`src/gfwt_pkg.sv`:
```
// Shared types and constants of the gated frequency window tracker.
package gfwt_pkg;

    localparam int CHANNELS   = 4;
    localparam int CH_IDX_W   = 2;
    localparam int VAL_W      = 32;
    localparam int TICK_W     = 8;
    localparam int FACTOR_W   = 17;
    localparam int OFFSET_W   = 16;
    localparam int CFG_IDX_W  = 3;
    localparam int CFG_DATA_W = 17;

    localparam logic [CHANNELS-1:0] RST_CHANNEL_ENABLE = 4'd0;
    localparam logic [TICK_W-1:0]   RST_WINDOW_TICKS   = 8'd23;
    localparam logic [TICK_W-1:0]   RST_FLOOR_TICK     = 8'd2;
    localparam logic [CHANNELS-1:0] RST_PRESCALED      = 4'd14;
    localparam logic [FACTOR_W-1:0] RST_SCALE_FACTOR   = 17'd24;
    localparam logic [OFFSET_W-1:0] RST_SCALE_OFFSET   = 16'd10;

    typedef enum logic [CFG_IDX_W-1:0] {
        REG_CHANNEL_ENABLE     = 3'd0,
        REG_WINDOW_TICKS       = 3'd1,
        REG_FLOOR_TICK         = 3'd2,
        REG_PRESCALED_CHANNELS = 3'd3,
        REG_SCALE_FACTOR       = 3'd4,
        REG_SCALE_OFFSET       = 3'd5
    } gfwt_reg_e;

    typedef struct packed {
        logic [CHANNELS-1:0] channel_enable;
        logic [TICK_W-1:0]   window_ticks;
        logic [TICK_W-1:0]   floor_tick;
        logic [CHANNELS-1:0] prescaled_channels;
        logic [FACTOR_W-1:0] scale_factor;
        logic [OFFSET_W-1:0] scale_offset;
    } gfwt_cfg_t;

endpackage

```
`src/gfwt_if.sv`:
```
// Gate item and result item channel interfaces.
interface gfwt_gate_if #(
    parameter int COUNT_WIDTH = 32
);
    logic                   valid;
    logic                   ready;
    logic [COUNT_WIDTH-1:0] count_a;
    logic [COUNT_WIDTH-1:0] count_b;
    logic [COUNT_WIDTH-1:0] count_c;
    logic [COUNT_WIDTH-1:0] count_d;

    modport source (output valid, count_a, count_b, count_c, count_d, input ready);
    modport sink   (input valid, count_a, count_b, count_c, count_d, output ready);
endinterface

interface gfwt_result_if;
    logic        valid;
    logic        ready;
    logic [1:0]  chan_id;
    logic [31:0] peak_value;
    logic [31:0] floor_value;
    logic [31:0] spread;
    logic        last_of_run;

    modport source (output valid, chan_id, peak_value, floor_value, spread,
                    last_of_run, input ready);
    modport sink   (input valid, chan_id, peak_value, floor_value, spread,
                    last_of_run, output ready);
endinterface

```
`src/gfwt_cfg.sv`:
```
// Configuration register file.
module gfwt_cfg (
    input  logic                                 clk,
    input  logic                                 rst_n,
    input  logic                                 cfg_we,
    input  logic [gfwt_pkg::CFG_IDX_W-1:0]       cfg_index,
    input  logic [gfwt_pkg::CFG_DATA_W-1:0]      cfg_data,
    output gfwt_pkg::gfwt_cfg_t                  cfg
);
    import gfwt_pkg::*;

    gfwt_cfg_t cfg_reg;
    gfwt_cfg_t cfg_next;

    always_comb
    begin
        cfg_next = cfg_reg;
        if (cfg_we)
        begin
            case (cfg_index)
                REG_CHANNEL_ENABLE:     cfg_next.channel_enable     = cfg_data[CHANNELS-1:0];
                REG_WINDOW_TICKS:       cfg_next.window_ticks       = cfg_data[TICK_W-1:0];
                REG_FLOOR_TICK:         cfg_next.floor_tick         = cfg_data[TICK_W-1:0];
                REG_PRESCALED_CHANNELS: cfg_next.prescaled_channels = cfg_data[CHANNELS-1:0];
                REG_SCALE_FACTOR:       cfg_next.scale_factor       = cfg_data[FACTOR_W-1:0];
                REG_SCALE_OFFSET:       cfg_next.scale_offset       = cfg_data[OFFSET_W-1:0];
                default:                cfg_next = cfg_reg;
            endcase
        end
    end

    always_ff @(posedge clk or negedge rst_n)
    begin
        if (!rst_n)
        begin
            cfg_reg.channel_enable     <= RST_CHANNEL_ENABLE;
            cfg_reg.window_ticks       <= RST_WINDOW_TICKS;
            cfg_reg.floor_tick         <= RST_FLOOR_TICK;
            cfg_reg.prescaled_channels <= RST_PRESCALED;
            cfg_reg.scale_factor       <= RST_SCALE_FACTOR;
            cfg_reg.scale_offset       <= RST_SCALE_OFFSET;
        end
        else
        begin
            cfg_reg <= cfg_next;
        end
    end

    assign cfg = cfg_reg;
endmodule

```
`src/gfwt_track.sv`:
```
// Tick counter, peak and floor stores, and the window-end snapshot.
module gfwt_track #(
    parameter int COUNT_WIDTH = 32
) (
    input  logic                        clk,
    input  logic                        rst_n,
    input  gfwt_pkg::gfwt_cfg_t         cfg,
    gfwt_gate_if.sink                   gate,
    input  logic [gfwt_pkg::CHANNELS-1:0] issue_onehot,
    output logic [gfwt_pkg::CHANNELS-1:0] pend_mask,
    output logic [COUNT_WIDTH-1:0]      snap_peak  [gfwt_pkg::CHANNELS],
    output logic [COUNT_WIDTH-1:0]      snap_floor [gfwt_pkg::CHANNELS]
);
    import gfwt_pkg::*;

    logic [TICK_W-1:0]      tick_reg, tick_next, tick_inc;
    logic [COUNT_WIDTH-1:0] peak_reg  [CHANNELS];
    logic [COUNT_WIDTH-1:0] peak_next [CHANNELS];
    logic [COUNT_WIDTH-1:0] floor_reg  [CHANNELS];
    logic [COUNT_WIDTH-1:0] floor_next [CHANNELS];
    logic [COUNT_WIDTH-1:0] snap_peak_reg  [CHANNELS];
    logic [COUNT_WIDTH-1:0] snap_floor_reg [CHANNELS];
    logic [COUNT_WIDTH-1:0] cnt     [CHANNELS];
    logic [COUNT_WIDTH-1:0] upd_pk  [CHANNELS];
    logic [COUNT_WIDTH-1:0] upd_fl  [CHANNELS];
    logic [CHANNELS-1:0]    pend_reg, pend_next;
    logic                   at_end;
    logic                   accept;

    assign cnt[0] = gate.count_a;
    assign cnt[1] = gate.count_b;
    assign cnt[2] = gate.count_c;
    assign cnt[3] = gate.count_d;

    assign tick_inc   = tick_reg + TICK_W'(1);
    assign at_end     = (tick_inc >= cfg.window_ticks);
    // a window-end item waits until the previous run of results has been issued
    assign gate.ready = !(at_end && (pend_reg != '0));
    assign accept     = gate.valid && gate.ready;

    always_comb
    begin
        for (int c = 0; c < CHANNELS; c++)
        begin
            upd_pk[c] = (cfg.channel_enable[c] && (cnt[c] > peak_reg[c])) ? cnt[c] : peak_reg[c];
            upd_fl[c] = (cfg.channel_enable[c] && (tick_inc == cfg.floor_tick))
                        ? cnt[c] : floor_reg[c];
        end
    end

    always_comb
    begin
        tick_next = tick_reg;
        pend_next = pend_reg & ~issue_onehot;
        for (int c = 0; c < CHANNELS; c++)
        begin
            peak_next[c]  = peak_reg[c];
            floor_next[c] = floor_reg[c];
        end
        if (accept)
        begin
            tick_next = at_end ? '0 : tick_inc;
            for (int c = 0; c < CHANNELS; c++)
            begin
                peak_next[c]  = at_end ? '0 : upd_pk[c];
                floor_next[c] = upd_fl[c];
            end
            if (at_end)
                pend_next = cfg.channel_enable;
        end
    end

    always_ff @(posedge clk or negedge rst_n)
    begin
        if (!rst_n)
        begin
            tick_reg <= '0;
            pend_reg <= '0;
            for (int c = 0; c < CHANNELS; c++)
            begin
                peak_reg[c]  <= '0;
                floor_reg[c] <= '0;
            end
        end
        else
        begin
            tick_reg <= tick_next;
            pend_reg <= pend_next;
            for (int c = 0; c < CHANNELS; c++)
            begin
                peak_reg[c]  <= peak_next[c];
                floor_reg[c] <= floor_next[c];
            end
        end
    end

    always_ff @(posedge clk)
    begin
        if (accept && at_end)
        begin
            for (int c = 0; c < CHANNELS; c++)
            begin
                snap_peak_reg[c]  <= upd_pk[c];
                snap_floor_reg[c] <= upd_fl[c];
            end
        end
    end

    assign pend_mask  = pend_reg;
    assign snap_peak  = snap_peak_reg;
    assign snap_floor = snap_floor_reg;
endmodule

```
`src/gfwt_emit.sv`:
```
// Result sequencer: picks the next pending channel, scales, and registers the result.
module gfwt_emit #(
    parameter int COUNT_WIDTH = 32
) (
    input  logic                          clk,
    input  logic                          rst_n,
    input  gfwt_pkg::gfwt_cfg_t           cfg,
    input  logic [gfwt_pkg::CHANNELS-1:0] pend_mask,
    input  logic [COUNT_WIDTH-1:0]        snap_peak  [gfwt_pkg::CHANNELS],
    input  logic [COUNT_WIDTH-1:0]        snap_floor [gfwt_pkg::CHANNELS],
    output logic [gfwt_pkg::CHANNELS-1:0] issue_onehot,
    gfwt_result_if.source                 result
);
    import gfwt_pkg::*;

    logic [CH_IDX_W-1:0]       sel;
    logic                      found;
    logic [CHANNELS-1:0]       sel_onehot;
    logic                      sel_last;
    logic                      out_adv, s1_adv, issue;
    logic [VAL_W-1:0]          pk_raw, fl_raw, pk_scaled, fl_scaled;
    logic [VAL_W+FACTOR_W-1:0] pk_prod, fl_prod;

    logic                s1_valid_reg;
    logic [CH_IDX_W-1:0] s1_ch_reg;
    logic [VAL_W-1:0]    s1_pk_reg, s1_fl_reg;
    logic                s1_last_reg;

    logic                out_valid_reg;
    logic [CH_IDX_W-1:0] out_ch_reg;
    logic [VAL_W-1:0]    out_pk_reg, out_fl_reg, out_spread_reg;
    logic                out_last_reg;

    // lowest pending channel goes first
    always_comb
    begin
        sel   = '0;
        found = 1'b0;
        for (int i = CHANNELS - 1; i >= 0; i--)
        begin
            if (pend_mask[i])
            begin
                sel   = CH_IDX_W'(i);
                found = 1'b1;
            end
        end
    end

    assign sel_onehot = found ? (CHANNELS'(1) << sel) : '0;
    assign sel_last   = ((pend_mask & ~sel_onehot) == '0);

    assign out_adv      = !out_valid_reg || result.ready;
    assign s1_adv       = !s1_valid_reg || out_adv;
    assign issue        = found && s1_adv;
    assign issue_onehot = issue ? sel_onehot : '0;

    assign pk_raw    = VAL_W'(snap_peak[sel]);
    assign fl_raw    = VAL_W'(snap_floor[sel]);
    assign pk_prod   = pk_raw * cfg.scale_factor;
    assign fl_prod   = fl_raw * cfg.scale_factor;
    assign pk_scaled = cfg.prescaled_channels[sel]
                       ? (pk_prod[VAL_W-1:0] + VAL_W'(cfg.scale_offset)) : pk_raw;
    assign fl_scaled = cfg.prescaled_channels[sel]
                       ? (fl_prod[VAL_W-1:0] + VAL_W'(cfg.scale_offset)) : fl_raw;

    always_ff @(posedge clk or negedge rst_n)
    begin
        if (!rst_n)
        begin
            s1_valid_reg  <= 1'b0;
            out_valid_reg <= 1'b0;
        end
        else
        begin
            if (s1_adv)
                s1_valid_reg <= found;
            if (out_adv)
                out_valid_reg <= s1_valid_reg;
        end
    end

    always_ff @(posedge clk)
    begin
        if (issue)
        begin
            s1_ch_reg   <= sel;
            s1_pk_reg   <= pk_scaled;
            s1_fl_reg   <= fl_scaled;
            s1_last_reg <= sel_last;
        end
        if (out_adv && s1_valid_reg)
        begin
            out_ch_reg     <= s1_ch_reg;
            out_pk_reg     <= s1_pk_reg;
            out_fl_reg     <= s1_fl_reg;
            out_spread_reg <= s1_pk_reg - s1_fl_reg;
            out_last_reg   <= s1_last_reg;
        end
    end

    assign result.valid       = out_valid_reg;
    assign result.chan_id     = out_ch_reg;
    assign result.peak_value  = out_pk_reg;
    assign result.floor_value = out_fl_reg;
    assign result.spread      = out_spread_reg;
    assign result.last_of_run = out_last_reg;
endmodule

```
`src/gated_frequency_window_tracker_core.sv`:
```
// Top level of the gated frequency window tracker.
// Usage:
//   gate   : one item per gate tick, the edge counts of the four channels.
//   result : one item per enabled channel at each window end, in ascending
//            channel order; last_of_run marks the highest enabled channel.
//   cfg_we/cfg_index/cfg_data : register writes, taken at any edge with cfg_we.
// Timing:
//   A gate item can be taken every cycle unless a window-end item waits.
//   The peak and floor stores update at the accepting edge; a window-end
//   item also copies the updated values to a snapshot. Each result then
//   passes the scaling stage, then the output register with the spread
//   subtraction; one result per cycle while the receiver takes them.
// Stalls:
//   The output register holds while result.ready is low, and back-pressure
//   stops the sequencer. Gate items that do not end a window are still taken;
//   a window-end item waits while results of the previous window remain
//   unissued.
// Reset:
//   Tick counter, peaks, floors and pending results clear; registers take
//   their documented defaults.
module gated_frequency_window_tracker_core #(
    parameter int COUNT_WIDTH = 32
) (
    input  logic                              clk,
    input  logic                              rst_n,
    gfwt_gate_if.sink                         gate,
    gfwt_result_if.source                     result,
    input  logic                              cfg_we,
    input  logic [gfwt_pkg::CFG_IDX_W-1:0]    cfg_index,
    input  logic [gfwt_pkg::CFG_DATA_W-1:0]   cfg_data
);
    import gfwt_pkg::*;

    gfwt_cfg_t              cfg;
    logic [CHANNELS-1:0]    pend_mask;
    logic [CHANNELS-1:0]    issue_onehot;
    logic [COUNT_WIDTH-1:0] snap_peak  [CHANNELS];
    logic [COUNT_WIDTH-1:0] snap_floor [CHANNELS];

    // register file
    gfwt_cfg u_cfg (
        .clk       (clk),
        .rst_n     (rst_n),
        .cfg_we    (cfg_we),
        .cfg_index (cfg_index),
        .cfg_data  (cfg_data),
        .cfg       (cfg)
    );

    // tick counting, peak/floor capture, window-end snapshot
    gfwt_track #(
        .COUNT_WIDTH (COUNT_WIDTH)
    ) u_track (
        .clk          (clk),
        .rst_n        (rst_n),
        .cfg          (cfg),
        .gate         (gate),
        .issue_onehot (issue_onehot),
        .pend_mask    (pend_mask),
        .snap_peak    (snap_peak),
        .snap_floor   (snap_floor)
    );

    // per-channel result sequencing, scaling and output register
    gfwt_emit #(
        .COUNT_WIDTH (COUNT_WIDTH)
    ) u_emit (
        .clk          (clk),
        .rst_n        (rst_n),
        .cfg          (cfg),
        .pend_mask    (pend_mask),
        .snap_peak    (snap_peak),
        .snap_floor   (snap_floor),
        .issue_onehot (issue_onehot),
        .result       (result)
    );
endmodule

```
`src/flat_wrapper.sv`:
```
// flat-port wrapper written by rule: the top's interface ports become plain ports
module gated_frequency_window_tracker_core_flat import gfwt_pkg::*;
#(
    parameter int COUNT_WIDTH = 32
)
  (clk, rst_n, cfg_we, cfg_index, cfg_data, gate_valid, gate_count_a, gate_count_b, gate_count_c, gate_count_d, gate_ready, result_valid, result_chan_id, result_peak_value, result_floor_value, result_spread, result_last_of_run, result_ready);
  gfwt_gate_if #(.COUNT_WIDTH(COUNT_WIDTH)) gate_i ();
  gfwt_result_if result_i ();
  input  logic clk;
  input  logic rst_n;
  input  logic cfg_we;
  input  logic [gfwt_pkg::CFG_IDX_W-1:0] cfg_index;
  input  logic [gfwt_pkg::CFG_DATA_W-1:0] cfg_data;
  input wire logic [$bits(gate_i.valid)-1:0] gate_valid;
  input wire logic [$bits(gate_i.count_a)-1:0] gate_count_a;
  input wire logic [$bits(gate_i.count_b)-1:0] gate_count_b;
  input wire logic [$bits(gate_i.count_c)-1:0] gate_count_c;
  input wire logic [$bits(gate_i.count_d)-1:0] gate_count_d;
  output wire logic [$bits(gate_i.ready)-1:0] gate_ready;
  output wire logic [$bits(result_i.valid)-1:0] result_valid;
  output wire logic [$bits(result_i.chan_id)-1:0] result_chan_id;
  output wire logic [$bits(result_i.peak_value)-1:0] result_peak_value;
  output wire logic [$bits(result_i.floor_value)-1:0] result_floor_value;
  output wire logic [$bits(result_i.spread)-1:0] result_spread;
  output wire logic [$bits(result_i.last_of_run)-1:0] result_last_of_run;
  input wire logic [$bits(result_i.ready)-1:0] result_ready;
  assign gate_i.valid = gate_valid;
  assign gate_i.count_a = gate_count_a;
  assign gate_i.count_b = gate_count_b;
  assign gate_i.count_c = gate_count_c;
  assign gate_i.count_d = gate_count_d;
  assign gate_ready = gate_i.ready;
  assign result_valid = result_i.valid;
  assign result_chan_id = result_i.chan_id;
  assign result_peak_value = result_i.peak_value;
  assign result_floor_value = result_i.floor_value;
  assign result_spread = result_i.spread;
  assign result_last_of_run = result_i.last_of_run;
  assign result_i.ready = result_ready;
  gated_frequency_window_tracker_core #(.COUNT_WIDTH(COUNT_WIDTH)) u_core (.clk(clk), .rst_n(rst_n), .gate(gate_i), .result(result_i), .cfg_we(cfg_we), .cfg_index(cfg_index), .cfg_data(cfg_data));
endmodule
```
`config.mk`:
```
export PLATFORM = sky130hd
export DESIGN_NAME = gated_frequency_window_tracker_core_flat
export DESIGN_NICKNAME = d
export VERILOG_FILES = /design/src/gfwt_pkg.sv /design/src/gfwt_if.sv /design/src/gfwt_cfg.sv /design/src/gfwt_track.sv /design/src/gfwt_emit.sv /design/src/gated_frequency_window_tracker_core.sv /design/src/flat_wrapper.sv
export SDC_FILE = /design/constraint.sdc
export NUM_CORES = 2
export LEC_CHECK = 0
export ABC_AREA = 0
export BUFFER_PORTS_ARGS = -buffer_cell sky130_fd_sc_hd__buf_4
export CORE_UTILIZATION = 50
export CTS_CLUSTER_SIZE = 25
export DETAILED_ROUTE_END_ITERATION = 7
export HOLD_SLACK_MARGIN = 0.15
export PLACE_DENSITY = 0.72
export SLEW_MARGIN = 20
export SYNTH_ARGS = -nofsm -noshare
export SYNTH_HDL_FRONTEND = slang
export SYNTH_SLANG_ARGS = --single-unit
export TNS_END_PERCENT = 100
```
`constraint.sdc`:
```
create_clock -name clk -period 35.6 [get_ports clk]
set_input_delay 1.78 -clock clk [delete_from_list [all_inputs] [get_ports clk]]
set_output_delay 1.78 -clock clk [all_outputs]
set_load 0.01 [all_outputs]
```
Yosys cells after proc, flatten, opt, wreduce, memory -nomap -nowiden:

Cells that the tools add are included.

* register bits after elaboration: 749
* word-level logic and storage cells: 122
* bits of input ports: 153
* output and inout bits: 101

* magnitude comparators: 7
* add/subtract/negate cells: 4
* equal/unequal tests: 6
* shift operators: 1
* reduce and logical (&&, ||, !) cells: 27
* bitwise gates (word level): 5
* multipliers: 2
* mux-type cells: 35

Operator list (number)
* two-way mux 32 bit: 18
* binary-select mux 32 bit (select 2 bit): 2
* greater-than comparator 32 bit: 4
* adder 32 x 16 -> 32 bit: 2
* multiplier 32 x 17 -> 32 bit: 2
* subtractor 32 bit: 1
* two-way mux 4 bit: 4
* logical AND 1 bit: 13
* AND reduction 2 bit: 6
* adder 8 x 1 -> 8 bit (second input constant): 1
* bitwise AND 4 bit: 2
* == test 8 bit: 1
* >= comparator 8 bit: 1
* two-way mux 2 bit: 4
* two-way mux 8 bit: 1
* NOT 4 bit: 2
* == test 3 x 2 -> 1 bit (second input constant): 2
* == test 3 bit (second input constant): 2
* two-way mux 1 bit: 5
* zero test 4 bit: 1
* nonzero test 4 bit: 1
* << shifter 1 x 2 -> 4 bit (first input constant): 1
* == test 3 x 1 -> 1 bit (second input constant): 1
* >= comparator 3 bit (second input constant): 1
* other kinds (6): 9

Logic depth before layout (Yosys ltp):

* word-level depth: 11
* gate-level depth with buffers: 33
* gate-level depth less buffers: 29

By module:

Synthesis repeated with hierarchy kept, for this count alone.

* cell total of the unflattened synthesis: 6034
* area, all modules: 63199.4 um^2

Modules (own cells, without submodules)
* gfwt_emit: instances 1, cells each 3804, sequential area each 5034.8 um^2, area an instance 34260.4 um^2
* gfwt_track: instances 1, cells each 2105, sequential area each 14393.8 um^2, area an instance 26679.3 um^2
* gfwt_cfg: instances 1, cells each 125, sequential area each 1441.4 um^2, area an instance 2259.7 um^2

Worst setup path after synthesis:

Ideal clock, no wire load.

* kind: register to register
* start point: register u_core.u_track.tick_reg[0]
* end point: register u_core.u_track.pend_reg[2], in the netlist u_core.u_track.pend_mask[2]
* arrival time: 14177 ps
* library setup time: 107 ps
* data required time: 35493 ps
* period minus slack after synthesis: 14284 ps
* stages on the path, launching flop included: 14
* buffers on the path: 1
* slack: 21316 ps
* path through: dfrtp_1 > ha_1 > xnor2_1 > inv_1 > ha_1 > a21o_1 > a21o_1 > a21o_1 > a21oi_1 > o21ai_0 > a21o_1 > clkbuf_1 > nor2_1 > a22o_1

* longest elaborated chain between the ends: 6
* elaborated cells between the ends (all ways): 7
* classes of those cells: 1 x add/sub; 1 x order compare; 2 x mux; 3 x reduce/logical

RTL lines
* start, declared: line gfwt_track.sv:16 `logic [TICK_W-1:0] tick_reg, tick_next, tick_inc;`
* start signal, assigned: line gfwt_track.sv:87 `tick_reg <= tick_next;`
* adder 8 x 1 -> 8 bit (*): line gfwt_track.sv:35 `assign tick_inc = tick_reg + TICK_W'(1);`
* >= comparator 8 bit (*): line gfwt_track.sv:36 `assign at_end = (tick_inc >= cfg.window_ticks);`
* logical AND 1 bit: line gfwt_track.sv:38 `assign gate.ready = !(at_end && (pend_reg != '0));`
* zero test 1 bit: line gfwt_track.sv:38
* logical AND 1 bit: line gfwt_track.sv:39 `assign accept = gate.valid && gate.ready;`
* two-way mux 4 bit (*): line gfwt_track.sv:60 `if (accept)`
* named net u_core.u_track.pend_next[2]: line gfwt_track.sv:26 `logic [CHANNELS-1:0] pend_reg, pend_next;`
* end signal, assigned: line gfwt_track.sv:88 `pend_reg <= pend_next;`
* end, declared: line gfwt_track.sv:26

The timed path passes the listed nets; every way through them passes the cells marked *.
A chain may end at the register's enable or synchronous reset.

Worst setup path in the final report:

* start point: register u_core.u_track.pend_reg[3], in the netlist u_core.u_track.pend_mask[3]
* end point: register u_core.u_emit.s1_pk_reg[31], data pin

* longest elaborated chain between the ends: 11
* elaborated cells between the ends (all ways): 13
* classes of those cells: 1 x add/sub; 1 x mul; 10 x mux; 1 x bitwise

RTL lines
* two-way mux 2 bit (*) (4 in series): line gfwt_emit.sv:41 `if (pend_mask[i])`
* NOT 2 -> 3 bit (not written as such): line gfwt_emit.sv:57 `assign pk_raw = VAL_W'(snap_peak[sel]);`
* binary-select mux 32 bit (select 2 bit): line gfwt_emit.sv:57
* two-way mux 32 bit (not written as such) (2 in series): line gfwt_emit.sv:57
* multiplier 32 x 17 -> 32 bit: line gfwt_emit.sv:59 `assign pk_prod = pk_raw * cfg.scale_factor;`
* adder 32 x 16 -> 32 bit: line gfwt_emit.sv:62 `? (pk_prod[VAL_W-1:0] + VAL_W'(cfg.scale_offset)) : pk_raw;`
* two-way mux 32 bit (*): line gfwt_emit.sv:62
* named net u_core.u_emit.pk_scaled[31]: line gfwt_emit.sv:21 `logic [VAL_W-1:0] pk_raw, fl_raw, pk_scaled, fl_scaled;`
* end signal, assigned: line gfwt_emit.sv:87 `s1_pk_reg <= pk_scaled;`
* end, declared: line gfwt_emit.sv:26 `logic [VAL_W-1:0] s1_pk_reg, s1_fl_reg;`

The timed path passes the listed nets; every way through them passes the cells marked *. The select of a mux whose other input is x is not followed.

==> metrics.yaml <==
outcome:
  outcome: "complete, no violations"
clock_network:
  htreeDepth: 3
  clk_latency_ps: 710
  clock-root-buffer: "clkbuf_16"
  post_cts_buffers: 0
  cts-buffers-inserted: 83
  cts_tree: "done"
  clock_sinks: 749
  cts_hold_buf: 0
  post_cts_resize_count: 0
  clockBufferDepth: 3
  clk_pin_slew_ps: 60
hold_path:
  hp-start: "u_core.u_emit.s1_last_reg"
  hold_path_depth: 0
  min_to: "u_core.u_emit.result.last_of_run"
  hp-class: "reg2reg"
critical_path:
  critPathLaunchType: "register"
  required_ps: 35990
  endpoint_kind: "register"
  crit_fanout: 36
  path_class: "reg2reg"
  reg2reg_to: "u_core.u_emit.s1_pk_reg[31]"
  cp_data_arrival_time_ps: 9370
  reg2reg_setup_slack_ps: 26610
  r2r_start: "u_core.u_track.pend_mask[3]"
  rr_worst_depth: 27
floorplanning:
  core_area_um2: 119800
  num_rows: 127
  initial_core_util: 0.5042
  pin_count: 254
  die_y_um: 349.6
  die_w_um: 349.6
  die-area_um2: 122200
synthesis:
  synth_nets: 6779
  ys_ff_latch: 749
  syn_avg_cell_area_um2: 10.74
  syn-cell-area_um2: 60410
  synth_commonest_cells: "1004 x inv_1, 669 x fa_1, 654 x nand2_1"
  synth-edff-count: 422
  yosys.cell_types.count: 85
  synth_most_common_cell: "inv_1"
  synth.area.top_cells: "fa_1 22%, edfxtp_1 21%, dfrtp_1 13%"
  syn-instance-count: 5623
  synthArstFlopShare: 0.4366
  yosys_warnings: 0
  ys_seq_area_frac: 0.3455
  synth_top_area_cell: "fa_1"
  ys.flop_type: "edfxtp_1"
  yosysTopAreaCellShare: 0.2217
sta:
  finalHoldViolations: 0
  fmax_mhz: 111.3
  slew_viol_final: 0
  rsz0062_at_grt: "false"
  worst_pin_slew_ps: 1093
  fin_crit_sh: 0.2524
  slew_headroom: 0.2608
  fin_skew_ps: 40.30
  fin_crit_ps: 8986
  setup_tns_ps: 0
  setup_viol: 0
placement:
  hpwlAfterDp_mm: 117.8
  gp_congestion: 0.8893
  numPortBuffers: 253
global_routing:
  grt_max_degree: 136
  track_usage: 0.2703
  grt_first_pass_wirelength_mm: 252.8
  grt_antenna_before_repair: 17
  grt_pass1_vias: 44078
  grt-ovfl-total: 0
final_layout:
  drive_gt1_frac: 0.1576
  fin_util: 0.5593
  register_area_um2: 20870
  multi_input_area_um2: 34870
  fill_cells: 10236
  syn_to_final_growth_pct: 10.94
  nets: 6955
detailed_routing:
  finalWirelength_mm: 160.5
  drtIter0Drc: 3212
  drc: 0
  first_pass_iters: 6
  route.vias.total: 41476
  ant_nets: 0
  detail_route.vias_per_cell: 5.540
  wl_per_cell_um: 21.44
job:
  max-cap-violations: 0
==> per-layer routing <==
metal | track usage | part of all wire | wire length (um) | vias to the layer above
met5 | 0 | 0.00085 | 137 | -
met3 | 0.05432 | 0.079 | 12640 | 358
met2 | 0.4467 | 0.48 | 76370 | 1611
met4 | 0.1045 | 0.041 | 6577 | 22
met1 | 0.3500 | 0.40 | 64800 | 20984
li1 | - | - | - | 18501
==> through the flow <==
| stage | hold slack (ps) | setup WS (ps) | cells | area [um2] |
|---|---|---|---|---|
| 6_report | 425.4 | 26610 | 7486 | 67010 |
| 5_1_grt | 444.7 | 26200 | 7483 | 67010 |
| 4_1_cts | 426.6 | 26720 | 7480 | 66990 |
| 3_5_place_dp | 413.5 | 26760 | 7326 | 64170 |
| 3_3_place_gp | 402.6 | 26990 | 7326 | 64170 |
| 2_1_floorplan | 400.3 | 21320 | 5623 | 60410 |
==> area by class of cell <==
cell class | instances | area share
Antenna cell | 6 | 0.0002241
Clock buffer | 106 | 0.03318
Timing Repair Buffer | 351 | 0.03962
Multi-Input combinational cell | 3610 | 0.5203
Inverter | 1004 | 0.05624
Tap cell | 1612 | 0.03010
Sequential cell | 749 | 0.3115
Clock inverter | 48 | 0.008813
==> worst max-delay path, cell delays in order (launching register included) <==
cell and delay [ps]:
dfrtp_1 640, nor2b_1 570, nand2_2 640, nor2_1 350, nor3_2 80, buf_4 230, and2_1 210, fa_1 540
inv_1 60, fa_1 530, inv_1 50, fa_1 510, fa_1 440, fa_1 490, inv_1 50, fa_1 470
inv_1 40, ha_1 300, a2111oi_0 610, nand3_1 180, o21bai_1 460, o221ai_1 300, a21oi_1 260, o21ai_0 190
nand3_1 140, nand2_1 70, xnor2_1 140, a21oi_1 90
==> layout by cell type, fill, tap and decap left out, drive strengths merged, types with 7 or more instances in the layout <==
master	count
o21ai	144
nand2b	26
mux2	392
o21a	30
dfstp	12
ha	334
bufinv	8
o22ai	34
a22o	133
clkinv	31
o31ai	14
or2	8
xnor2	105
clkbuf	106
dfrtp	315
a21oi	147
and2	350
nor2b	38
nand3b	12
edfxtp	422
nor3	48
a21o	75
buf	351
and3	12
nand2	661
o21bai	11
nand3	29
a221o	13
a31oi	7
fa	669
nand4	25
inv	1009
nor2	157
xor2	45
==> worst max path at each step <==
stage	startpoint	end	slack, ps	depth (start not counted)
after floorplan	u_core.u_track.tick_reg[0]	u_core.u_track.pend_mask[2]	21320	13
final	u_core.u_track.pend_mask[3]	u_core.u_emit.s1_pk_reg[31]	26610	27
after global routing	u_core.u_track.pend_mask[3]	u_core.u_emit.s1_pk_reg[31]	26200	27
after global placement	u_core.u_track.pend_mask[3]	u_core.u_emit.s1_pk_reg[31]	26990	27
after CTS	u_core.u_track.pend_mask[3]	u_core.u_emit.s1_pk_reg[31]	26720	27
after detailed placement	u_core.u_track.pend_mask[3]	u_core.u_emit.s1_pk_reg[31]	26760	27
==> cell families after synthesis <==
group                      Yosys count  share of synthesized area
and+or+nand+nor                   1393                     0.1110
buffers and inverters             1264                    0.08148
adders and majority gates         1003                     0.2909
DFF                                749                     0.3455
AOI/OAI and AO/OA                  670                    0.07577
muxes                              394                    0.07341
xor gates and xnor gates           150                    0.02200
Power is left out: the tool's default activity adds up to more than one toggle a clock period on the data nets, which glitch-free logic cannot reach.
